==> src/rtl/core/gradient_orientation_quantizer_core_defines.svh <==
// Assertion macros shared by the gradient orientation quantizer RTL.
`ifndef GRADIENT_ORIENTATION_QUANTIZER_CORE_DEFINES_SVH
`define GRADIENT_ORIENTATION_QUANTIZER_CORE_DEFINES_SVH

// Same-cycle implication, checked outside of reset.
`define GOQZ_ASSERT_IMPLY(label, clk, rst_n, ante, cons) \
  label: assert property (@(posedge clk) disable iff (!rst_n) (ante) |-> (cons)) \
    else $error("goqz: same-cycle check failed");

// Next-cycle implication, checked outside of reset.
`define GOQZ_ASSERT_NEXT(label, clk, rst_n, ante, cons) \
  label: assert property (@(posedge clk) disable iff (!rst_n) (ante) |=> (cons)) \
    else $error("goqz: next-cycle check failed");

`endif

==> src/rtl/core/goqz_pkg.sv <==
// Types and constants of the gradient orientation quantizer.
package goqz_pkg;

  localparam int NUM_CHAN = 3;
  localparam int CHAN_W   = 8;
  localparam int PIXEL_W  = NUM_CHAN * CHAN_W;
  localparam int GRAD_W   = 11;   // h and v lie in -1020..1020
  localparam int MAG_W    = 22;   // h*h + v*v stays below 2^21
  localparam int ABS_W    = 10;   // |h| and |v| stay at or below 1020
  localparam int PROJ_W   = 27;   // largest projection stays below 2^27
  localparam int FRAC_W   = 16;   // Q0.16 coefficients

  typedef logic [PIXEL_W-1:0]       pixel_t;
  typedef logic [CHAN_W-1:0]        chan_t;
  typedef logic signed [GRAD_W-1:0] grad_t;
  typedef logic [MAG_W-1:0]         mag_t;
  typedef logic [ABS_W-1:0]         absv_t;
  typedef logic [PROJ_W-1:0]        proj_t;
  typedef logic [3:0]               orient_t;

  // Projection coefficients in Q0.16, rounded to nearest.
  localparam proj_t COEF_COS18 = proj_t'(62328);  // 0.9510565
  localparam proj_t COEF_SIN18 = proj_t'(20252);  // 0.3090170
  localparam proj_t COEF_COS54 = proj_t'(38521);  // 0.5877852
  localparam proj_t COEF_SIN54 = proj_t'(53020);  // 0.8090170

  // First bin of each quadrant and the bin range.
  localparam orient_t ORIENT_MIN  = 4'd1;
  localparam orient_t ORIENT_MAX  = 4'd10;
  localparam orient_t ORIENT_QUAD1 = 4'd1;
  localparam orient_t ORIENT_QUAD2 = 4'd3;
  localparam orient_t ORIENT_QUAD3 = 4'd6;
  localparam orient_t ORIENT_QUAD4 = 4'd8;

  typedef struct packed {
    pixel_t nw;
    pixel_t n;
    pixel_t ne;
    pixel_t w;
    pixel_t e;
    pixel_t sw;
    pixel_t s;
    pixel_t se;
  } window_t;

  // Quadrant decision handed from the channel pick to the binning stage.
  typedef struct packed {
    logic    swap;   // vertical projection is tried first, diagonal last
    orient_t base;   // first bin of the quadrant
  } bin_ctl_t;

endpackage

==> src/rtl/core/goqz_if.sv <==
// Handshake channels of the gradient orientation quantizer.
interface goqz_win_if;
  import goqz_pkg::*;

  logic   valid;
  logic   ready;
  pixel_t pixel_nw;
  pixel_t pixel_n;
  pixel_t pixel_ne;
  pixel_t pixel_w;
  pixel_t pixel_e;
  pixel_t pixel_sw;
  pixel_t pixel_s;
  pixel_t pixel_se;

  modport source (output valid, pixel_nw, pixel_n, pixel_ne, pixel_w, pixel_e,
                  pixel_sw, pixel_s, pixel_se, input ready);
  modport sink (input valid, pixel_nw, pixel_n, pixel_ne, pixel_w, pixel_e,
                pixel_sw, pixel_s, pixel_se, output ready);
endinterface

interface goqz_res_if;
  import goqz_pkg::*;

  logic    valid;
  logic    ready;
  orient_t orientation;

  modport source (output valid, orientation, input ready);
  modport sink (input valid, orientation, output ready);
endinterface

==> src/rtl/core/goqz_grad.sv <==
// Per-channel Sobel sums and squared magnitudes, registered.
module goqz_grad (
  input  logic             clk,
  input  logic             en,
  input  goqz_pkg::window_t win,
  output goqz_pkg::grad_t  h_r [goqz_pkg::NUM_CHAN],
  output goqz_pkg::grad_t  v_r [goqz_pkg::NUM_CHAN],
  output goqz_pkg::mag_t   m_r [goqz_pkg::NUM_CHAN]
);
  import goqz_pkg::*;

  for (genvar c = 0; c < NUM_CHAN; c++) begin : g_chan
    grad_t nw, n, ne, w, e, sw, s, se;
    grad_t h_nxt, v_nxt;
    logic signed [MAG_W-1:0] hh, vv;
    mag_t  m_nxt;

    always_comb begin
      nw = grad_t'({3'b000, win.nw[c*CHAN_W +: CHAN_W]});
      n  = grad_t'({3'b000, win.n [c*CHAN_W +: CHAN_W]});
      ne = grad_t'({3'b000, win.ne[c*CHAN_W +: CHAN_W]});
      w  = grad_t'({3'b000, win.w [c*CHAN_W +: CHAN_W]});
      e  = grad_t'({3'b000, win.e [c*CHAN_W +: CHAN_W]});
      sw = grad_t'({3'b000, win.sw[c*CHAN_W +: CHAN_W]});
      s  = grad_t'({3'b000, win.s [c*CHAN_W +: CHAN_W]});
      se = grad_t'({3'b000, win.se[c*CHAN_W +: CHAN_W]});
      h_nxt = nw + (n <<< 1) + ne - sw - (s <<< 1) - se;
      v_nxt = nw + (w <<< 1) + sw - ne - (e <<< 1) - se;
      hh    = MAG_W'(h_nxt) * MAG_W'(h_nxt);
      vv    = MAG_W'(v_nxt) * MAG_W'(v_nxt);
      m_nxt = $unsigned(hh) + $unsigned(vv);
    end

    always_ff @(posedge clk) begin
      if (en) begin
        h_r[c] <= h_nxt;
        v_r[c] <= v_nxt;
        m_r[c] <= m_nxt;
      end
    end
  end
endmodule

==> src/rtl/core/goqz_pick.sv <==
// Strongest-channel pick, absolute values and quadrant decision, registered.
module goqz_pick (
  input  logic               clk,
  input  logic               en,
  input  goqz_pkg::grad_t    h [goqz_pkg::NUM_CHAN],
  input  goqz_pkg::grad_t    v [goqz_pkg::NUM_CHAN],
  input  goqz_pkg::mag_t     m [goqz_pkg::NUM_CHAN],
  output goqz_pkg::absv_t    ha_r,
  output goqz_pkg::absv_t    va_r,
  output goqz_pkg::bin_ctl_t ctl_r
);
  import goqz_pkg::*;

  grad_t    h_best, v_best, h_abs, v_abs;
  mag_t     m_best;
  logic     h_neg, v_neg;
  bin_ctl_t ctl_nxt;

  always_comb begin
    // A later channel wins only with a strictly larger magnitude.
    h_best = h[0];
    v_best = v[0];
    m_best = m[0];
    for (int c = 1; c < NUM_CHAN; c++) begin
      if (m[c] > m_best) begin
        h_best = h[c];
        v_best = v[c];
        m_best = m[c];
      end
    end

    h_neg = h_best[GRAD_W-1];
    v_neg = v_best[GRAD_W-1];
    h_abs = h_neg ? -h_best : h_best;
    v_abs = v_neg ? -v_best : v_best;

    // Quadrants are tried in order; zero components fall to the earlier one.
    if (!h_neg && !v_neg) begin
      ctl_nxt = '{swap: 1'b0, base: ORIENT_QUAD1};
    end else if (!v_neg) begin
      ctl_nxt = '{swap: 1'b1, base: ORIENT_QUAD2};
    end else if (h_neg || (h_best == '0)) begin
      ctl_nxt = '{swap: 1'b0, base: ORIENT_QUAD3};
    end else begin
      ctl_nxt = '{swap: 1'b1, base: ORIENT_QUAD4};
    end
  end

  always_ff @(posedge clk) begin
    if (en) begin
      ha_r  <= h_abs[ABS_W-1:0];
      va_r  <= v_abs[ABS_W-1:0];
      ctl_r <= ctl_nxt;
    end
  end
endmodule

==> src/rtl/core/goqz_bin.sv <==
// Projection products (registered) and the bin decision that follows them.
module goqz_bin (
  input  logic               clk,
  input  logic               en,
  input  goqz_pkg::absv_t    ha,
  input  goqz_pkg::absv_t    va,
  input  goqz_pkg::bin_ctl_t ctl,
  output goqz_pkg::orient_t  orientation
);
  import goqz_pkg::*;

  proj_t    diag18_r, diag54_r, vert_r;
  bin_ctl_t ctl_r;
  proj_t    diag18_nxt, diag54_nxt, vert_nxt;
  proj_t    first, last, best;
  logic [1:0] sel;

  always_comb begin
    diag18_nxt = proj_t'(ha) * COEF_COS18 + proj_t'(va) * COEF_SIN18;
    diag54_nxt = proj_t'(ha) * COEF_COS54 + proj_t'(va) * COEF_SIN54;
    vert_nxt   = proj_t'(va) << FRAC_W;
  end

  always_ff @(posedge clk) begin
    if (en) begin
      diag18_r <= diag18_nxt;
      diag54_r <= diag54_nxt;
      vert_r   <= vert_nxt;
      ctl_r    <= ctl;
    end
  end

  // Three candidates in bin order; strict compares keep the earlier bin on a tie.
  always_comb begin
    first = ctl_r.swap ? vert_r : diag18_r;
    last  = ctl_r.swap ? diag18_r : vert_r;
    sel   = 2'd0;
    best  = first;
    if (diag54_r > best) begin
      sel  = 2'd1;
      best = diag54_r;
    end
    if (last > best) begin
      sel = 2'd2;
    end
    orientation = ctl_r.base + orient_t'(sel);
  end
endmodule

==> src/rtl/core/gradient_orientation_quantizer_core.sv <==
// Top level of the gradient orientation quantizer.
//
// The core takes the eight neighbours of one pixel of an RGB image per item
// and returns one orientation bin, 1 to 10 around the circle, per item. For
// each of the three 8-bit channels it forms h (top row minus bottom row) and
// v (left column minus right column) with 1,2,1 weights, keeps the channel
// with the largest h*h + v*v (the lower channel wins a tie), and places (h,v)
// into a bin by a quadrant test and strict compares of Q0.16 projections.
// The datapath is a five-register pipeline: input window, channel sums and
// magnitudes, channel pick with quadrant, projection products, and the
// result register. An item is accepted whenever the first stage can move,
// and its result passes through the later registers in order. Throughput
// is one item per clock while the result side takes items; when it stalls,
// the pipeline fills bubbles first and then holds, and in_win.ready follows
// the stall back through the stages in the same cycle.
`include "gradient_orientation_quantizer_core_defines.svh"

module gradient_orientation_quantizer_core (
  input logic        clk,
  input logic        rst_n,
  goqz_win_if.sink   in_win,
  goqz_res_if.source out_res
);
  import goqz_pkg::*;

  // Stage valid bits; each stage moves when it is empty or its successor moves.
  logic v0_r, v1_r, v2_r, v3_r, out_valid_r;
  logic en0, en1, en2, en3, en_out;

  window_t  window_r;
  grad_t    h_s1 [NUM_CHAN];
  grad_t    v_s1 [NUM_CHAN];
  mag_t     m_s1 [NUM_CHAN];
  absv_t    ha_s2, va_s2;
  bin_ctl_t ctl_s2;
  orient_t  orient_s3;
  orient_t  out_orient_r;

  assign en_out = !out_valid_r || out_res.ready;
  assign en3    = !v3_r || en_out;
  assign en2    = !v2_r || en3;
  assign en1    = !v1_r || en2;
  assign en0    = !v0_r || en1;

  // No item is taken while reset is held, since in_win.ready is gated with rst_n.
  assign in_win.ready        = en0 && rst_n;
  assign out_res.valid       = out_valid_r;
  assign out_res.orientation = out_orient_r;

  always_ff @(posedge clk) begin
    if (!rst_n) begin
      v0_r        <= 1'b0;
      v1_r        <= 1'b0;
      v2_r        <= 1'b0;
      v3_r        <= 1'b0;
      out_valid_r <= 1'b0;
    end else begin
      if (en0)    v0_r        <= in_win.valid;
      if (en1)    v1_r        <= v0_r;
      if (en2)    v2_r        <= v1_r;
      if (en3)    v3_r        <= v2_r;
      if (en_out) out_valid_r <= v3_r;
    end
  end

  // Input window register; the payload needs no reset.
  always_ff @(posedge clk) begin
    if (en0) begin
      window_r <= '{nw: in_win.pixel_nw, n: in_win.pixel_n, ne: in_win.pixel_ne,
                    w: in_win.pixel_w, e: in_win.pixel_e, sw: in_win.pixel_sw,
                    s: in_win.pixel_s, se: in_win.pixel_se};
    end
  end

  goqz_grad u_grad (
    .clk (clk),
    .en  (en1),
    .win (window_r),
    .h_r (h_s1),
    .v_r (v_s1),
    .m_r (m_s1)
  );

  goqz_pick u_pick (
    .clk   (clk),
    .en    (en2),
    .h     (h_s1),
    .v     (v_s1),
    .m     (m_s1),
    .ha_r  (ha_s2),
    .va_r  (va_s2),
    .ctl_r (ctl_s2)
  );

  goqz_bin u_bin (
    .clk         (clk),
    .en          (en3),
    .ha          (ha_s2),
    .va          (va_s2),
    .ctl         (ctl_s2),
    .orientation (orient_s3)
  );

  always_ff @(posedge clk) begin
    if (en_out) begin
      out_orient_r <= orient_s3;
    end
  end

  // A delivered bin always lies in the legal range.
  `GOQZ_ASSERT_IMPLY(a_orient_range, clk, rst_n, out_valid_r, (out_orient_r >= ORIENT_MIN) && (out_orient_r <= ORIENT_MAX))
  // With the result side open the whole pipeline advances, so in_win.ready is high.
  `GOQZ_ASSERT_IMPLY(a_ready_when_drained, clk, rst_n, out_res.ready, in_win.ready)
  // An item in the projection stage reaches the result register when it moves.
  `GOQZ_ASSERT_NEXT(a_last_stage_moves, clk, rst_n, v3_r && en_out, out_valid_r)
  // Quadrant base is always one of the four first bins.
  `GOQZ_ASSERT_IMPLY(a_quad_base, clk, rst_n, v2_r, (ctl_s2.base == ORIENT_QUAD1) || (ctl_s2.base == ORIENT_QUAD2) || (ctl_s2.base == ORIENT_QUAD3) || (ctl_s2.base == ORIENT_QUAD4))

endmodule
==> src/flat_wrapper.sv <==
// flat-port wrapper written by rule: the top's interface ports become plain ports
module gradient_orientation_quantizer_core_flat import goqz_pkg::*;
  (clk, rst_n, in_win_valid, in_win_pixel_nw, in_win_pixel_n, in_win_pixel_ne, in_win_pixel_w, in_win_pixel_e, in_win_pixel_sw, in_win_pixel_s, in_win_pixel_se, in_win_ready, out_res_valid, out_res_orientation, out_res_ready);
  goqz_win_if in_win_i ();
  goqz_res_if out_res_i ();
  input logic clk;
  input logic rst_n;
  input wire logic [$bits(in_win_i.valid)-1:0] in_win_valid;
  input wire logic [$bits(in_win_i.pixel_nw)-1:0] in_win_pixel_nw;
  input wire logic [$bits(in_win_i.pixel_n)-1:0] in_win_pixel_n;
  input wire logic [$bits(in_win_i.pixel_ne)-1:0] in_win_pixel_ne;
  input wire logic [$bits(in_win_i.pixel_w)-1:0] in_win_pixel_w;
  input wire logic [$bits(in_win_i.pixel_e)-1:0] in_win_pixel_e;
  input wire logic [$bits(in_win_i.pixel_sw)-1:0] in_win_pixel_sw;
  input wire logic [$bits(in_win_i.pixel_s)-1:0] in_win_pixel_s;
  input wire logic [$bits(in_win_i.pixel_se)-1:0] in_win_pixel_se;
  output wire logic [$bits(in_win_i.ready)-1:0] in_win_ready;
  output wire logic [$bits(out_res_i.valid)-1:0] out_res_valid;
  output wire logic [$bits(out_res_i.orientation)-1:0] out_res_orientation;
  input wire logic [$bits(out_res_i.ready)-1:0] out_res_ready;
  assign in_win_i.valid = in_win_valid;
  assign in_win_i.pixel_nw = in_win_pixel_nw;
  assign in_win_i.pixel_n = in_win_pixel_n;
  assign in_win_i.pixel_ne = in_win_pixel_ne;
  assign in_win_i.pixel_w = in_win_pixel_w;
  assign in_win_i.pixel_e = in_win_pixel_e;
  assign in_win_i.pixel_sw = in_win_pixel_sw;
  assign in_win_i.pixel_s = in_win_pixel_s;
  assign in_win_i.pixel_se = in_win_pixel_se;
  assign in_win_ready = in_win_i.ready;
  assign out_res_valid = out_res_i.valid;
  assign out_res_orientation = out_res_i.orientation;
  assign out_res_i.ready = out_res_ready;
  gradient_orientation_quantizer_core u_core (.clk(clk), .rst_n(rst_n), .in_win(in_win_i), .out_res(out_res_i));
endmodule
==> config.mk <==
export PLATFORM = sky130hd
export DESIGN_NAME = gradient_orientation_quantizer_core_flat
export DESIGN_NICKNAME = d
export VERILOG_FILES = /design/src/rtl/core/goqz_pkg.sv /design/src/rtl/core/goqz_if.sv /design/src/rtl/core/goqz_grad.sv /design/src/rtl/core/goqz_pick.sv /design/src/rtl/core/goqz_bin.sv /design/src/rtl/core/gradient_orientation_quantizer_core.sv /design/src/flat_wrapper.sv
export VERILOG_INCLUDE_DIRS = /design/src /design/src/rtl/core
export SDC_FILE = /design/constraint.sdc
export NUM_CORES = 2
export LEC_CHECK = 0
export BUFFER_PORTS_ARGS = -buffer_cell sky130_fd_sc_hd__buf_2
export CORE_MARGIN = 5
export CORE_UTILIZATION = 50
export CTS_BUF_LIST = sky130_fd_sc_hd__clkbuf_4 sky130_fd_sc_hd__clkbuf_8
export DETAILED_ROUTE_END_ITERATION = 8
export PLACE_DENSITY = 0.69
export RECOVER_POWER = 25
export REMOVE_ABC_BUFFERS = 1
export SLEW_MARGIN = 15
export SYNTH_ARGS = -nofsm -noshare
export SYNTH_HDL_FRONTEND = slang
export SYNTH_SLANG_ARGS = --single-unit
==> constraint.sdc <==
create_clock -name clk -period 9.9 [get_ports clk]
set_clock_uncertainty 0.15 [all_clocks]
set_input_delay 0.99 -clock clk [delete_from_list [all_inputs] [get_ports clk]]
set_output_delay 0.99 -clock clk [all_outputs]
set_load 0.01 [all_outputs]
==> metrics.md <==
| Metric | Value |
|---|---|
| Status | finished clean |
| Initial antenna violation count | 1 |
| Slowest stage delay, CP | 560 ps |
| Final Instance Area | 64,480 sq um |
| Worst-path clk slew | about 70 ps |
| End point of the critical path | u_core.u_grad.m_r[42]$_DFFE_PP_ |
| Total Wirelength | 127.6 mm |
| Core Area | roughly 120,000 sq um |
| TritonCTS buffer count | 77 |
| Full die area | 124,200 sq um |
| Synth Area in Simple Gates | 0.06799 |
| Hold Fails Final Rpt | 0 |
| Initial Util | 0.5037 |
| FF-to-FF End | u_core.u_grad.m_r[42]$_DFFE_PP_ |
| Post-synthesis register bit count | 424 |
| Most common cell in the netlist | inv_1 |
| FILL cells | ~10,000 |
| RR Startpoint | u_core.window_r[105]$_DFFE_PN_ |
| Endpoints failing setup | 0 |
| RSZ-0062 raised after global routing | yes |
| Layout cells sized above 1 | 0.1132 |
| Post-synth EDFFs | 419 |
| Vias per std cell | just over 5 |
| Data arrival time of the worst path | 9930 ps |
| Dominant synthesized flop cell | edfxtp_1 |
| CTS Hold Buffers Added | 0 |
| Slowest CP cell | fa_1 |
| Largest family of logic cells by synthesized area | adder cells |
| Iter 0 DRT Violations | 1,845 |
| CP Max Fanout | 4 |
| Min Clock Period, post-route | ~9600 ps |
| Worst setup startpoint | u_core.window_r[105]$_DFFE_PN_ |
| Synthesis-to-layout area growth | 9.998% |
| Mux cell area share after synthesis | 0.01723 |
| XOR/XNOR Fraction of Synth Area | 0.03838 |
| Worst skew pair latency | 750 ps |
| Synth top area share | 0.3569 |
| Compound-Gate Fraction of Synth Area | 0.05610 |
| Most Frequent Cell on Critical Path | fa_1 |
| Worst r2r path cells | 35 |
| Rows | 125 |
| Slew Limit Fails | 0 |
| Top cells by area, synth | fa_1 (36%), edfxtp_1 (21%), ha_1 (14%) |
| PortBufs | around 200 |
| Post-synthesis sequential area ratio | 0.2164 |
| Synth async-reset ratio | 0 |
| Worst-Margin Slew | between 1000 and 1500 ps |
| Synth Area in Adders | 0.4988 |
| Mapped Avg Cell Area | 10.73 sq um |
| Placed Cells | 7,250 |
| FMAX | 0.1039 GHz |
| Clock buffer depth | 3 |
| WS Path Type | reg -> reg |
| Synth Instances | 5,465 |
| Placed instance area | 62,240 sq um |
| Pin count of the biggest net entering global routing | 77 |
| GPL Wtd Cong | 0.9107 |
| CP required | 10,200 ps |
| First-pass GRT wire length | 211.1 mm |
| Post-synth top cells | inv_1 (1,544), fa_1 (1,045), ha_1 (665) |
| Yosys warnings | 0 |
| Hold Crit Class | in -> reg |
| Max-Cap Viols | 0 |
| WL per Instance | 17.19 um |
| Fin util | 0.5541 |
| Slew headroom | 0.2871 |
| Dpl hpwl | ~110 mm |
| Post-Syn Area | 58,620 sq um |
| Vias | 37,570 |
| Crit share post-route | 0.9721 |
| Overall Global Routing Usage | 0.2127 |
| Final WS setup | ~280 ps |
| CP startpoint kind | register |
| Number of nets in the layout | about 7,700 |
| Routed Antenna Nets | 0 |
| TritonCTS clock tree | built |
| Post-route insts no fill | 7,419 |
| TritonRoute pass-1 iters | 5 |
| Chip height | roughly 350 um |
| Die X | 352.4 um |
| Vias in the first global route | 41,630 |
| Clock Tree Root | clkbuf_8 |
| Global route total overflow | 0 |
| Htree depth | 3 |
| Netlist cell types | 87 |
| Residual DRC count | 0 |
| Flop2flop setup slack | 280 ps |
| I/O Pins | 202 |
| Pre-CTS setup slack | -96.29 ps |
| Leading area contributor after synthesis | fa_1 |
| Crit path capture type | register |
| Num Clock Sinks | approximately 420 |
-- kinds of logic after synthesis --
group	after synthesis
flops	424
mux	88
fa+ha+maj	1710
buf+inv	1629
xor+xnor	256
compound gates	504
simple gates	854
-- layout by cell type (no fill, tap or decap), drive strengths merged, types with 36 or more instances in the layout --
cell    count
inv      1551
nand2     284
mux2i      36
and2      113
xor2       44
ha        665
nor2      248
clkbuf    120
fa       1045
xnor2     212
nand3      36
mux2       52
clkinv     39
a21o       75
buf       336
edfxtp    419
a21oi     189
o21ai      63
-- worst max-delay path: cells and delay by family (launching register included) --
kind	cells	cell delay (ps)
buffers and inverters	8	590
and+or+nand+nor	2	390
AOI/OAI and AO/OA	12	2240
DFF	1	390
xor gates and xnor gates	1	80
adders and majority gates	12	5470
-- how the worst min path moves through the flow --
| stage | startpoint | end | slack (ps) | cells past startpoint |
|---|---|---|---|---|
| detailed placement | u_core.u_pick.ctl_r[0]$_SDFFCE_PP1P_ | u_core.u_bin.ctl_r[0]$_DFFE_PP_ | 260 | 0 |
| global route | in_win_pixel_s[19] | u_core.window_r[43]$_DFFE_PN_ | 210 | 1 |
| floorplan | u_core.u_pick.ctl_r[0]$_SDFFCE_PP1P_ | u_core.u_bin.ctl_r[0]$_DFFE_PP_ | 250 | 0 |
| global placement | u_core.u_pick.ctl_r[0]$_SDFFCE_PP1P_ | u_core.u_bin.ctl_r[0]$_DFFE_PP_ | 250 | 0 |
| finish | in_win_pixel_se[13] | u_core.window_r[13]$_DFFE_PN_ | 260 | 1 |
| CTS | in_win_pixel_se[18] | u_core.window_r[18]$_DFFE_PN_ | 170 | 1 |
-- per-stage QoR --
| stage | hold WS, ps | setup TNS, ps |
|---|---|---|
| 2_1_floorplan | 250.3 | 0 |
| 3_3_place_gp | 253.5 | 0 |
| 3_5_place_dp | 257.1 | -191.3 |
| 4_1_cts | 169.0 | 0 |
| 5_1_grt | 210.2 | -415.6 |
| 6_report | 262.4 | 0 |
-- state kept, by name, indices dropped and copies added (netlist names), 10 cells and up --
signal / cells
u_core.u_grad.m_r: 66
u_core.u_grad.h_r: 33
u_core.u_grad.v_r: 33
u_core.u_bin.diag54_r: 27
u_core.window_r: 192
u_core.u_pick.va_r: 10
u_core.u_pick.ha_r: 10
u_core.u_bin.diag18_r: 24
u_core.u_bin.vert_r: 10
-- cell type report --
type / count / area [sq um] / area share
Sequential cell: 424 / 12680 / 0.1967
Multi-Input combinational cell: 3412 / 40230 / 0.6239
Inverter: 1563 / 5891 / 0.09136
Clock buffer: 100 / 1239 / 0.01921
Timing Repair Buffer: 356 / 2176 / 0.03375
Clock inverter: 38 / 351.6 / 0.005453
Tap cell: 1524 / 1907 / 0.02957
Antenna cell: 2 / 5.005 / 0.00007762
-- layer usage --
| layer | up-vias | track usage | wire (um) |
|---|---|---|---|
| met5 | - | 0 | 0 |
| met4 | 0 | 0.07234 | 4231 |
| met3 | 224 | 0.02508 | 5798 |
| met2 | 850 | 0.3838 | 65730 |
| met1 | 18840 | 0.2659 | 51800 |
| li1 | 17660 | - | - |
-- what timing repair did --
| action | in CTS | in global routing |
|---|---|---|
| resized for setup | 7 | 127 |
| buffers inserted | 0 | 29 |
| endpoints found under the setup margin | 5 | 25 |
| pin swaps | 2 | 48 |
Power is not shown: default switching activity piles up to over one toggle a cycle in this logic, so the estimate is an artifact.
